### src/rtl/bpa_pkg.sv
// Package of the buddy page allocator: item structs, operation codes,
// controller states and the command and status bundles.
// Depends on nothing; bpa_ctrl, bpa_dp and the top level import it.
package bpa_pkg;

   localparam int OP_W    = 2;
   localparam int SIZE_W  = 11;
   localparam int PAGE_W  = 10;
   localparam int COUNT_W = 11;

   localparam logic [OP_W-1:0] OP_REBUILD = 2'd0;
   localparam logic [OP_W-1:0] OP_ALLOC   = 2'd1;
   localparam logic [OP_W-1:0] OP_FREE    = 2'd2;

   typedef struct packed {
      logic [OP_W-1:0]   op;
      logic [SIZE_W-1:0] size;
      logic [PAGE_W-1:0] page_index;
   } req_type;

   typedef struct packed {
      logic               ok;
      logic [PAGE_W-1:0]  start_page;
      logic [COUNT_W-1:0] free_count;
   } rsp_type;

   typedef enum logic [2:0] {
      ST_CLEAR,
      ST_IDLE,
      ST_CHECK,
      ST_DESC,
      ST_ASC,
      ST_SWEEP,
      ST_DONE
   } state_type;

   typedef struct packed {
      logic start;
      logic desc_step;
      logic root_take;
      logic asc_step;
      logic sweep_step;
      logic sweep_full;
      logic set_ok;
      logic load_rsp;
   } cmd_type;

   typedef struct packed {
      logic pre_fail;
      logic root_hit;
      logic desc_stop;
      logic desc_fail;
      logic asc_last;
      logic sweep_last;
   } stat_type;

endpackage

### src/rtl/bpa_ctrl.sv
// Controller of the buddy page allocator: sequences clearing, descent,
// ascent, rebuild sweep and result hand-off. Depends on bpa_pkg.
module bpa_ctrl (
   input  logic                     clock,
   input  logic                     reset,
   input  logic                     req_valid,
   input  logic [bpa_pkg::OP_W-1:0] req_op,
   output logic                     req_ready,
   output logic                     rsp_valid,
   input  logic                     rsp_ready,
   input  bpa_pkg::stat_type        stat,
   output bpa_pkg::cmd_type         cmd
);
   import bpa_pkg::*;

   state_type state_ff, state_in;
   logic      rsp_valid_ff, rsp_valid_in;

   always_ff @(posedge clock) begin
      if (reset) begin
         state_ff     <= ST_CLEAR;
         rsp_valid_ff <= 1'b0;
      end else begin
         state_ff     <= state_in;
         rsp_valid_ff <= rsp_valid_in;
      end
   end

   always_comb begin
      state_in = state_ff;
      unique case (state_ff)
         ST_CLEAR: begin
            if (stat.sweep_last) state_in = ST_IDLE;
         end
         ST_IDLE: begin
            if (req_valid) begin
               if (req_op == OP_REBUILD) begin
                  state_in = ST_SWEEP;
               end else if (req_op == OP_ALLOC || req_op == OP_FREE) begin
                  state_in = ST_CHECK;
               end else begin
                  state_in = ST_DONE;
               end
            end
         end
         ST_CHECK: begin
            priority if (stat.pre_fail)  state_in = ST_DONE;
            else if (stat.root_hit)      state_in = ST_ASC;
            else if (stat.desc_fail)     state_in = ST_DONE;
            else if (stat.desc_stop)     state_in = ST_ASC;
            else                         state_in = ST_DESC;
         end
         ST_DESC: begin
            priority if (stat.desc_fail) state_in = ST_DONE;
            else if (stat.desc_stop)     state_in = ST_ASC;
            else                         state_in = ST_DESC;
         end
         ST_ASC: begin
            if (stat.asc_last) state_in = ST_DONE;
         end
         ST_SWEEP: begin
            if (stat.sweep_last) state_in = ST_DONE;
         end
         ST_DONE: begin
            if (!rsp_valid_ff || rsp_ready) state_in = ST_IDLE;
         end
         default: state_in = ST_CLEAR;
      endcase
   end

   always_comb begin
      cmd       = '0;
      req_ready = 1'b0;
      unique case (state_ff)
         ST_CLEAR: begin
            cmd.sweep_step = 1'b1;
            cmd.sweep_full = 1'b1;
         end
         ST_IDLE: begin
            req_ready = 1'b1;
            cmd.start = req_valid;
         end
         ST_CHECK: begin
            if (!stat.pre_fail) begin
               if (stat.root_hit) begin
                  cmd.root_take = 1'b1;
                  cmd.set_ok    = 1'b1;
               end else begin
                  cmd.desc_step = 1'b1;
                  cmd.set_ok    = !stat.desc_fail && stat.desc_stop;
               end
            end
         end
         ST_DESC: begin
            cmd.desc_step = 1'b1;
            cmd.set_ok    = !stat.desc_fail && stat.desc_stop;
         end
         ST_ASC: begin
            cmd.asc_step = 1'b1;
         end
         ST_SWEEP: begin
            cmd.sweep_step = 1'b1;
            cmd.set_ok     = stat.sweep_last;
         end
         ST_DONE: begin
            cmd.load_rsp = !rsp_valid_ff || rsp_ready;
         end
         default: ;
      endcase
   end

   always_comb begin
      rsp_valid_in = rsp_valid_ff;
      if (cmd.load_rsp) begin
         rsp_valid_in = 1'b1;
      end else if (rsp_ready) begin
         rsp_valid_in = 1'b0;
      end
   end

   assign rsp_valid = rsp_valid_ff;

   a_load_empty: assert property (@(posedge clock) disable iff (reset)
      cmd.load_rsp |-> (!rsp_valid_ff || rsp_ready))
      else $error("result loaded over one not yet taken");

   a_asc_end: assert property (@(posedge clock) disable iff (reset)
      (state_ff == ST_ASC && stat.asc_last) |=> (state_ff == ST_DONE))
      else $error("ascent did not end after the root write");

   a_start_leaves_idle: assert property (@(posedge clock) disable iff (reset)
      cmd.start |=> (state_ff != ST_IDLE && !req_ready))
      else $error("accepted item did not leave idle");

endmodule

### config.mk
export PLATFORM = sky130hd
export DESIGN_NAME = bpa_ctrl
export DESIGN_NICKNAME = d
export VERILOG_FILES = /design/src/rtl/bpa_pkg.sv /design/src/rtl/bpa_ctrl.sv
export SDC_FILE = /design/constraint.sdc
export NUM_CORES = 1
export LEC_CHECK = 0
export BUFFER_PORTS_ARGS = -buffer_cell sky130_fd_sc_hd__buf_2
export CAP_MARGIN = 20
export CELL_PAD_IN_SITES_DETAIL_PLACEMENT = 2
export CELL_PAD_IN_SITES_GLOBAL_PLACEMENT = 2
export CORE_ASPECT_RATIO = 0.75
export CORE_MARGIN = 2
export CORE_UTILIZATION = 21
export CTS_CLUSTER_SIZE = 14
export DETAILED_ROUTE_END_ITERATION = 6
export HOLD_SLACK_MARGIN = 0.02
export PLACE_DENSITY_LB_ADDON = 0.08
export SLEW_MARGIN = 25
export SYNTH_ARGS = -nofsm -noshare
export SYNTH_HDL_FRONTEND = slang
export SYNTH_SLANG_ARGS = --single-unit
### constraint.sdc
create_clock -name clock -period 2.15 [get_ports clock]
set_input_delay 0.3225 -clock clock [delete_from_list [all_inputs] [get_ports clock]]
set_output_delay 0.3225 -clock clock [all_outputs]
set_load 0.02 [all_outputs]
==> metrics.md, run 1 <==
| Metric | Value |
|---|---|
| Area of the multi-input gates | `328 sq um` |
| Combinational family with the most area after synthesis | `simple AND/OR/NAND/NOR gates` |
| Synth Area in XOR/XNOR | `0%` |
| Hold Crit Depth | `2` |
| Warnings from Yosys | `0` |
| Drt wl/cell | `12.7 microns` |
| DRC viols | `0` |
| Nets@finish | `102` |
| DR vias | `534` |
| RSZ-0062 raised after global routing | `false` |
| Layout fillers | `257` |
| Hold-fix buffer count after cts | `0` |
| Post-synth EDFFs | `0` |
| Clk Latency, worst-skew pair | `0.24 ns` |
| Most frequent cells in the layout | `buf_2 (21), nor2_1 (7), o21ai_0 (6)` |
| FF-to-FF path depth | `5` |
| Worst R2R End | `state_ff[0]` |
| Site Rows | `14` |
| Worst path max stage delay | `0.55 ns` |
| R2R setup slack | `0.28 ns` |
| Placed cells | `108` |
| Critical Path End Type | `output pin` |
| Synth async-reset ratio | `0%` |
| Reg clk slew, reported paths | `0.04 ns` |
| Met3 Use GR | `3.51%` |
| Seq pwr share | `23.1%` |
| Syn_nets | `79` |
| Final Skew | `0.00511 ns` |
| Die area | `2540 sq um` |
| Total GRT Usage | `12.1%` |
| Setup Slack @ Placement | `0.277 ns` |
| Post-CTS setup buffers | `0` |
| Sequential fraction of the synthesis area | `17.8%` |
| Compound-Gate Fraction of Synth Area | `28.1%` |
| Worst Setup SP | `state_ff[0]` |
| Worst Path Required | `1.83 ns` |
| Post-Syn Area per Cell | `6.82 sq um` |
| Number of DRC markers in iteration 0 | `14` |
| Crit Path Max Fanout | `14` |
| Gpl congestion | `0.700` |
| Buffers on Ports | `21` |
| Ratio of cells with drive above 1 in the final layout | `35.6%` |
| Psw | `0.363 mW` |
| Grt met2 use | `18.2%` |
| Vias in the first global route | `543` |
| Status | `complete, no violations` |
| Clk sink count | `4` |
| Total gr overflow | `0` |
| Fmax | `534 MHz` |
| Final Max Slew Viols | `0` |
| Core ar. | `2010 sq um` |
| Period utilisation layout | `87.1%` |
| Routed WL | `1410 microns` |
| DR pass1 iterations | `3` |
| Starting Density | `22.4%` |
| #FFs+latches synth | `4` |
| Finished Layout Cells | `111` |
| Post_cts resized | `0` |
| Layout Utilization | `29.2%` |
| Synth Area in Simple Gates | `41.9%` |
| Chip height | `44.1 microns` |
| Vias per cell | `4.81` |
| Number of diodes | `0` |
| Internal Power | `0.371 mW` |
| Comb pwr share | `64.3%` |
| Final HPWL DP | `1150 microns` |
| Post-synthesis cell count | `66` |
| Max-cap violation count | `0` |
| Slowest CP cell | `dfxtp_1` |
| Clock Path Buffers | `2` |
| RR Startpoint | `state_ff[0]` |
| Fin crit period | `1.87 ns` |
| Final setup TNS | `0 ns` |
| Worst path cell trace | `nor3b_1 -> and2_1 -> buf_2` |
| Clock power frac | `12.6%` |
| Critical path arrival | `1.55 ns` |
| Actual slew at the worst max-slew pin | `0.408 ns` |
| Worst Slack Setup Final | `0.278 ns` |
| Most Crowded Layer GR | `met2` |
| # setup viols final | `0` |
| ANT nets after route | `0` |
| Leak Pwr | `0.268 nW` |
| Sw frac | `49.5%` |
| Met1 usage | `17.6%` |
| Mux contribution to synthesized area | `0%` |
| Synth unique cells | `31` |
| I/O Pins | `22` |
| Die width | `57.5 microns` |
| WHS Endpoint | `state_ff[0]` |
| Class of the worst hold path | `input port to flop` |
| Power Density | `1250 nW/um^2` |
| Slew headroom | `72.7%` |
| CTS buffer count | `3` |
| Kind of critical path | `flop to output pin` |
| Crit start category | `flop` |
| Netlist Area Pre-Place | `450 sq um` |
| Peak VDD IR | `0.597 mV` |
| Hold Fails Final Rpt | `0` |
| Most common library cell in the layout ignoring fill and taps | `buf_2` |
| Clk root buf | `clkbuf_4` |
| CTS tree | `yes` |
| H-tree depth | `1` |
| Adder-cell share of the synthesized area | `2.78%` |
| HP Start | `reset` |
| Initial antenna violation count | `0` |
| First-pass GRT wire length | `2390 microns` |
| Largest net degree at the start of global routing | `15` |
| Sequential Area | `80.1 sq um` |
| Top FF cell, synth | `dfxtp_1` |
| Layout area overhead | `30.6%` |
-- worst max-delay path, delay by kind of cell (launching register included) --
kind,cells,cell delay [ns]
buf+inv,1,0.16
flops,1,0.55
simple gates,2,0.60
-- cell usage after synthesis, drive strengths merged, types with 2 or more instances --
cell type	count	area [sq um]
a21oi	6	33.8
nor3b	2	15.0
buf	3	23.8
dfxtp	4	80.1
nor2b	4	25.0
inv	4	15.0
nand2b	4	25.0
nor3	3	15.0
nor2	7	26.3
nand2	5	18.8
or2	3	18.8
o21ai	6	30.0
-- through the flow --
stage / total power, mW / hold slack (ns) / area (sq um)
after floorplan: 0.517 / 0.385 / 450
after global placement: 0.647 / 0.542 / 566
after detailed placement: 0.644 / 0.542 / 566
after CTS: 0.745 / 0.288 / 588
after global routing: 0.805 / 0.297 / 588
final: 0.734 / 0.296 / 588
-- cells by family after synthesis --
logic type,count (synthesis)
simple gates,34
compound gates,19
buf+inv,8
flops,4
fa+ha+maj,1
-- how the worst max path moves through the flow --
stage / end / depth (start not counted)
final: cmd[7] / 3
after detailed placement: state_ff[0] / 5
after CTS: cmd[7] / 3
after floorplan: cmd[7] / 2
after global routing: cmd[1] / 6
after global placement: state_ff[0] / 5
-- power by group through the flow --
| stage | Clock [mW] | Sequential [mW] | Combinational [mW] |
|---|---|---|---|
| floorplan | 0 | 0.120 | 0.397 |
| global placement | 0 | 0.171 | 0.476 |
| detailed placement | 0 | 0.171 | 0.473 |
| CTS | 0.0985 | 0.169 | 0.477 |
| global route | 0.103 | 0.179 | 0.523 |
| finish | 0.0925 | 0.170 | 0.472 |
-- sequential cells by signal (all words and copies together) (netlist names) --
register,cells
state_ff,3
rsp_valid,1
-- layer usage --
metal  routed length, microns  vias to the layer above
li1                         -                      271
met1                      768                      252
met2                      577                       11
met3                       68                        0
met4                        0                        0
met5                        0                        -
-- final cells by class --
type                       instances  share of cell area [%]
multi-input combinational         54                    55.7
timing repair buffer              22                    19.1
sequential                         4                    13.6
tap                               24                    5.11
clock buffer                       3                    3.83
inverter                           4                    2.55
Power figures use the tool's default switching activity.
==> run 2: changes to the inputs <==
--- a/config.mk
+++ b/config.mk
@@ -5,13 +5,14 @@
 export SDC_FILE = /design/constraint.sdc
 export NUM_CORES = 1
 export LEC_CHECK = 0
+export ABC_AREA = 1
 export BUFFER_PORTS_ARGS = -buffer_cell sky130_fd_sc_hd__buf_2
 export CAP_MARGIN = 20
 export CELL_PAD_IN_SITES_DETAIL_PLACEMENT = 2
 export CELL_PAD_IN_SITES_GLOBAL_PLACEMENT = 2
 export CORE_ASPECT_RATIO = 0.75
 export CORE_MARGIN = 2
-export CORE_UTILIZATION = 21
+export CORE_UTILIZATION = 20
 export CTS_CLUSTER_SIZE = 14
 export DETAILED_ROUTE_END_ITERATION = 6
 export HOLD_SLACK_MARGIN = 0.02
==> metrics.md, run 2 <==
| Metric | Value |
|---|---|
| Max-cap violation count | `0 (unchanged)` |
| Post-synth EDFFs | `0 (unchanged)` |
| Initial antenna violation count | `0 (unchanged)` |
| RR Startpoint | `state_ff[0]` |
| Warnings from Yosys | `0 (unchanged)` |
| Period utilisation layout | `85.8% (-1.2 points)` |
| Kind of critical path | `flop to output pin` |
| Reg clk slew, reported paths | `0.04 ns (about the same)` |
| Die area | `2870 sq um (+13%)` |
| Vias per cell | `4.27 (-11%)` |
| Worst R2R End | `state_ff[2]` |
| H-tree depth | `1 (unchanged)` |
| Post-CTS setup buffers | `0 (unchanged)` |
| Top FF cell, synth | `dfxtp_1` |
| CTS tree | `yes` |
| Most common cell in the netlist | `inv_1` |
| Internal Power | `0.325 mW (-12%)` |
| Worst Path Required | `1.83 ns (about the same)` |
| Psw | `0.409 mW (+13%)` |
| Hold-fix buffer count after cts | `0 (unchanged)` |
| #FFs+latches synth | `4 (unchanged)` |
| Die width | `61.2 microns (+6.4%)` |
| FF-to-FF path depth | `6 (+1)` |
| Actual slew at the worst max-slew pin | `0.446 ns (+0.0376 ns)` |
| Power Density | `1160 nW/um^2 (-6.9%)` |
| Final Skew | `0.00113 ns (-0.00399 ns)` |
| Netlist Area Pre-Place | `490 sq um (+8.9%)` |
| Top reg by flops | `state_ff` |
| Routed WL | `1600 microns (+13%)` |
| Gpl congestion | `0.661 (-5.6%)` |
| Post-Syn Area per Cell | `5.33 sq um (-22%)` |
| Final Max Slew Viols | `0 (unchanged)` |
| Starting Density | `21.2% (-1.1 points)` |
| Layout area overhead | `28.8%` |
| Vias in the first global route | `618 (+14%)` |
| Synth async-reset ratio | `0% (unchanged)` |
| Hold Fails Final Rpt | `0 (unchanged)` |
| Critical path arrival | `1.52 ns (-0.03 ns)` |
| Critical Path End Type | `output pin` |
| DRC viols | `0 (unchanged)` |
| Buffers on Ports | `21 (unchanged)` |
| Clock power frac | `12.8% (+0.2 points)` |
| First-pass GRT wire length | `2710 microns (+13%)` |
| Number of flip-flops in the largest register | `3 (unchanged)` |
| Total gr overflow | `0 (unchanged)` |
| Ratio of cells with drive above 1 in the final layout | `23.9% (-12 points)` |
| Leading area contributor after synthesis | `dfxtp_1` |
| HP Start | `reset` |
| Final HPWL DP | `1360 microns (+18%)` |
| Fin crit period | `1.85 ns (-0.0265 ns)` |
| Post_cts resized | `0 (unchanged)` |
| Peak VDD IR | `0.345 mV (-42%)` |
| Core ar. | `2310 sq um (+15%)` |
| R2R setup slack | `0.64 ns (+0.36 ns)` |
| CP endpoint | `cmd[1]` |
| CTS buffer count | `3 (unchanged)` |
| Leak Pwr | `0.378 nW (+41%)` |
| Number of DRC markers in iteration 0 | `7 (-7)` |
| Synth unique cells | `17 (-45%)` |
| Crit Path Max Fanout | `11 (-3)` |
| Sw frac | `55.8% (+6.3 points)` |
| Finished Layout Cells | `147 (+32%)` |
| Chip height | `46.9 microns (+6.3%)` |
| Syn_nets | `105 (+33%)` |
| Seq pwr share | `21.4% (-1.7 points)` |
| Top cells by count, synth | `inv_1 (21), nand2_1 (20), nand3_1 (16)` |
| Status | `complete, no violations` |
| Number of diodes | `0 (unchanged)` |
| Synth top area share | `16.3% (-1.5 points)` |
| Fmax | `542 MHz (+1.4%)` |
| Comb pwr share | `65.8% (+1.5 points)` |
| Drt wl/cell | `10.9 microns (-15%)` |
| I/O Pins | `22 (unchanged)` |
| Sequential fraction of the synthesis area | `16.3% (-1.5 points)` |
| Most frequent cells in the layout | `inv_1 (21), buf_2 (21), nand2_1 (20)` |
| Top cells by area, synth | `dfxtp_1 (16%), nand3_1 (16%), inv_1 (16%), nand2_1 (15%), nor2_1 (9.9%)` |
| DR pass1 iterations | `3 (unchanged)` |
| DR vias | `628 (+18%)` |
| # setup viols final | `0 (unchanged)` |
| Total GRT Usage | `13.0% (+0.92 points)` |
| Worst Setup SP | `state_ff[2]` |
| Final setup TNS | `0 ns (unchanged)` |
| Largest net degree at the start of global routing | `13 (-2)` |
| Layout fillers | `310 (+21%)` |
| Clk root buf | `clkbuf_4` |
| Hold Crit Depth | `2 (unchanged)` |
| Slew headroom | `70.2% (-2.5 points)` |
| Post-synthesis cell count | `92 (+39%)` |
| Site Rows | `15 (+1)` |
| Placed cells | `144 (+33%)` |
| Nets@finish | `128 (+25%)` |
| Clock Path Buffers | `2 (unchanged)` |
| Class of the worst hold path | `input port to flop` |
| Clk Latency, worst-skew pair | `0.24 ns (about the same)` |
| Crit start category | `flop` |
| Clk sink count | `4 (unchanged)` |
| ANT nets after route | `0 (unchanged)` |
| RSZ-0062 raised after global routing | `false` |
-- run 2: cell count changes in the layout (fill, tap and decap cells not counted), sizes merged, moves of 2 or more --
cell and change:
nor3b -2, nor2 +7, nand2 +17, nand2b -4
or2 -3, nand3 +15, nor2b -4, nor3 -2
o21ai -3, a21oi -2, inv +17
-- run 2: cell type report --
cell class | count | area (sq um) | share of cell area, %
Clock buffer | 3 | 22.5 | 3.56
Timing Repair Buffer | 21 | 105 | 16.6
Inverter | 21 | 78.8 | 12.5
Multi-Input combinational cell | 64 | 303 | 47.9
Tap cell | 34 | 42.5 | 6.73
Sequential cell | 4 | 80.1 | 12.7
-- run 2: per-stage QoR --
step                worst slack [ns]  total power [mW]  util (%)  hold slack (ns)  instance area [sq um]
floorplan                      0.787             0.528         -            0.392                    490
global placement               0.576             0.644      26.4            0.540                    609
detailed placement             0.518             0.655      26.4            0.542                    609
CTS                            0.260             0.757      27.4            0.288                    632
global route                   0.132             0.835      27.4            0.297                    632
finish                         0.305             0.734      27.4            0.295                    632
-- run 2: power groups by stage --
| stage | Clock, mW | Sequential, mW | Combinational [mW] |
|---|---|---|---|
| after global placement | 0 | 0.159 | 0.485 |
| final | 0.0936 | 0.157 | 0.483 |
| after floorplan | 0 | 0.113 | 0.414 |
| after global routing | 0.105 | 0.165 | 0.564 |
| after detailed placement | 0 | 0.162 | 0.493 |
| after CTS | 0.101 | 0.160 | 0.496 |
-- run 2: worst min path at each step --
stage	end	slack, ns
5_1_grt	state_ff[0]	0.30
2_1_floorplan	rsp_valid	0.39
3_3_place_gp	state_ff[0]	0.54
6_report	state_ff[0]	0.30
4_1_cts	state_ff[0]	0.29
3_5_place_dp	state_ff[0]	0.54
-- run 2: critical path: stages, from the launching register on --
cell	delay, ns
dfxtp_1	0.56
inv_1	0.16
nand2_1	0.13
inv_1	0.08
nand3_1	0.08
o221ai_1	0.11
buf_2	0.17
-- run 2: layer usage --
| layer | vias to the layer above | part of all wire [%] | routed length, microns | GRT usage, % |
|---|---|---|---|---|
| li1 | 327 | - | - | - |
| met1 | 281 | 53 | 844 | 18.5 |
| met2 | 18 | 41 | 659 | 18.7 |
| met3 | 2 | 4.9 | 79 | 4.96 |
| met4 | 0 | 0.88 | 14 | 2.61 |
| met5 | - | 0 | 0 | 0 |
-- run 2: cells by family (layout without fill, tap and decap cells) --
logic type / Yosys count / in the layout / synth area share, %
and+or+nand+nor: 55 / 55 / 50.3
AOI/OAI and AO/OA: 8 / 8 / 8.93
buffers and inverters: 24 / 45 / 21.9
adders and majority gates: 1 / 1 / 2.55
DFF: 4 / 4 / 16.3
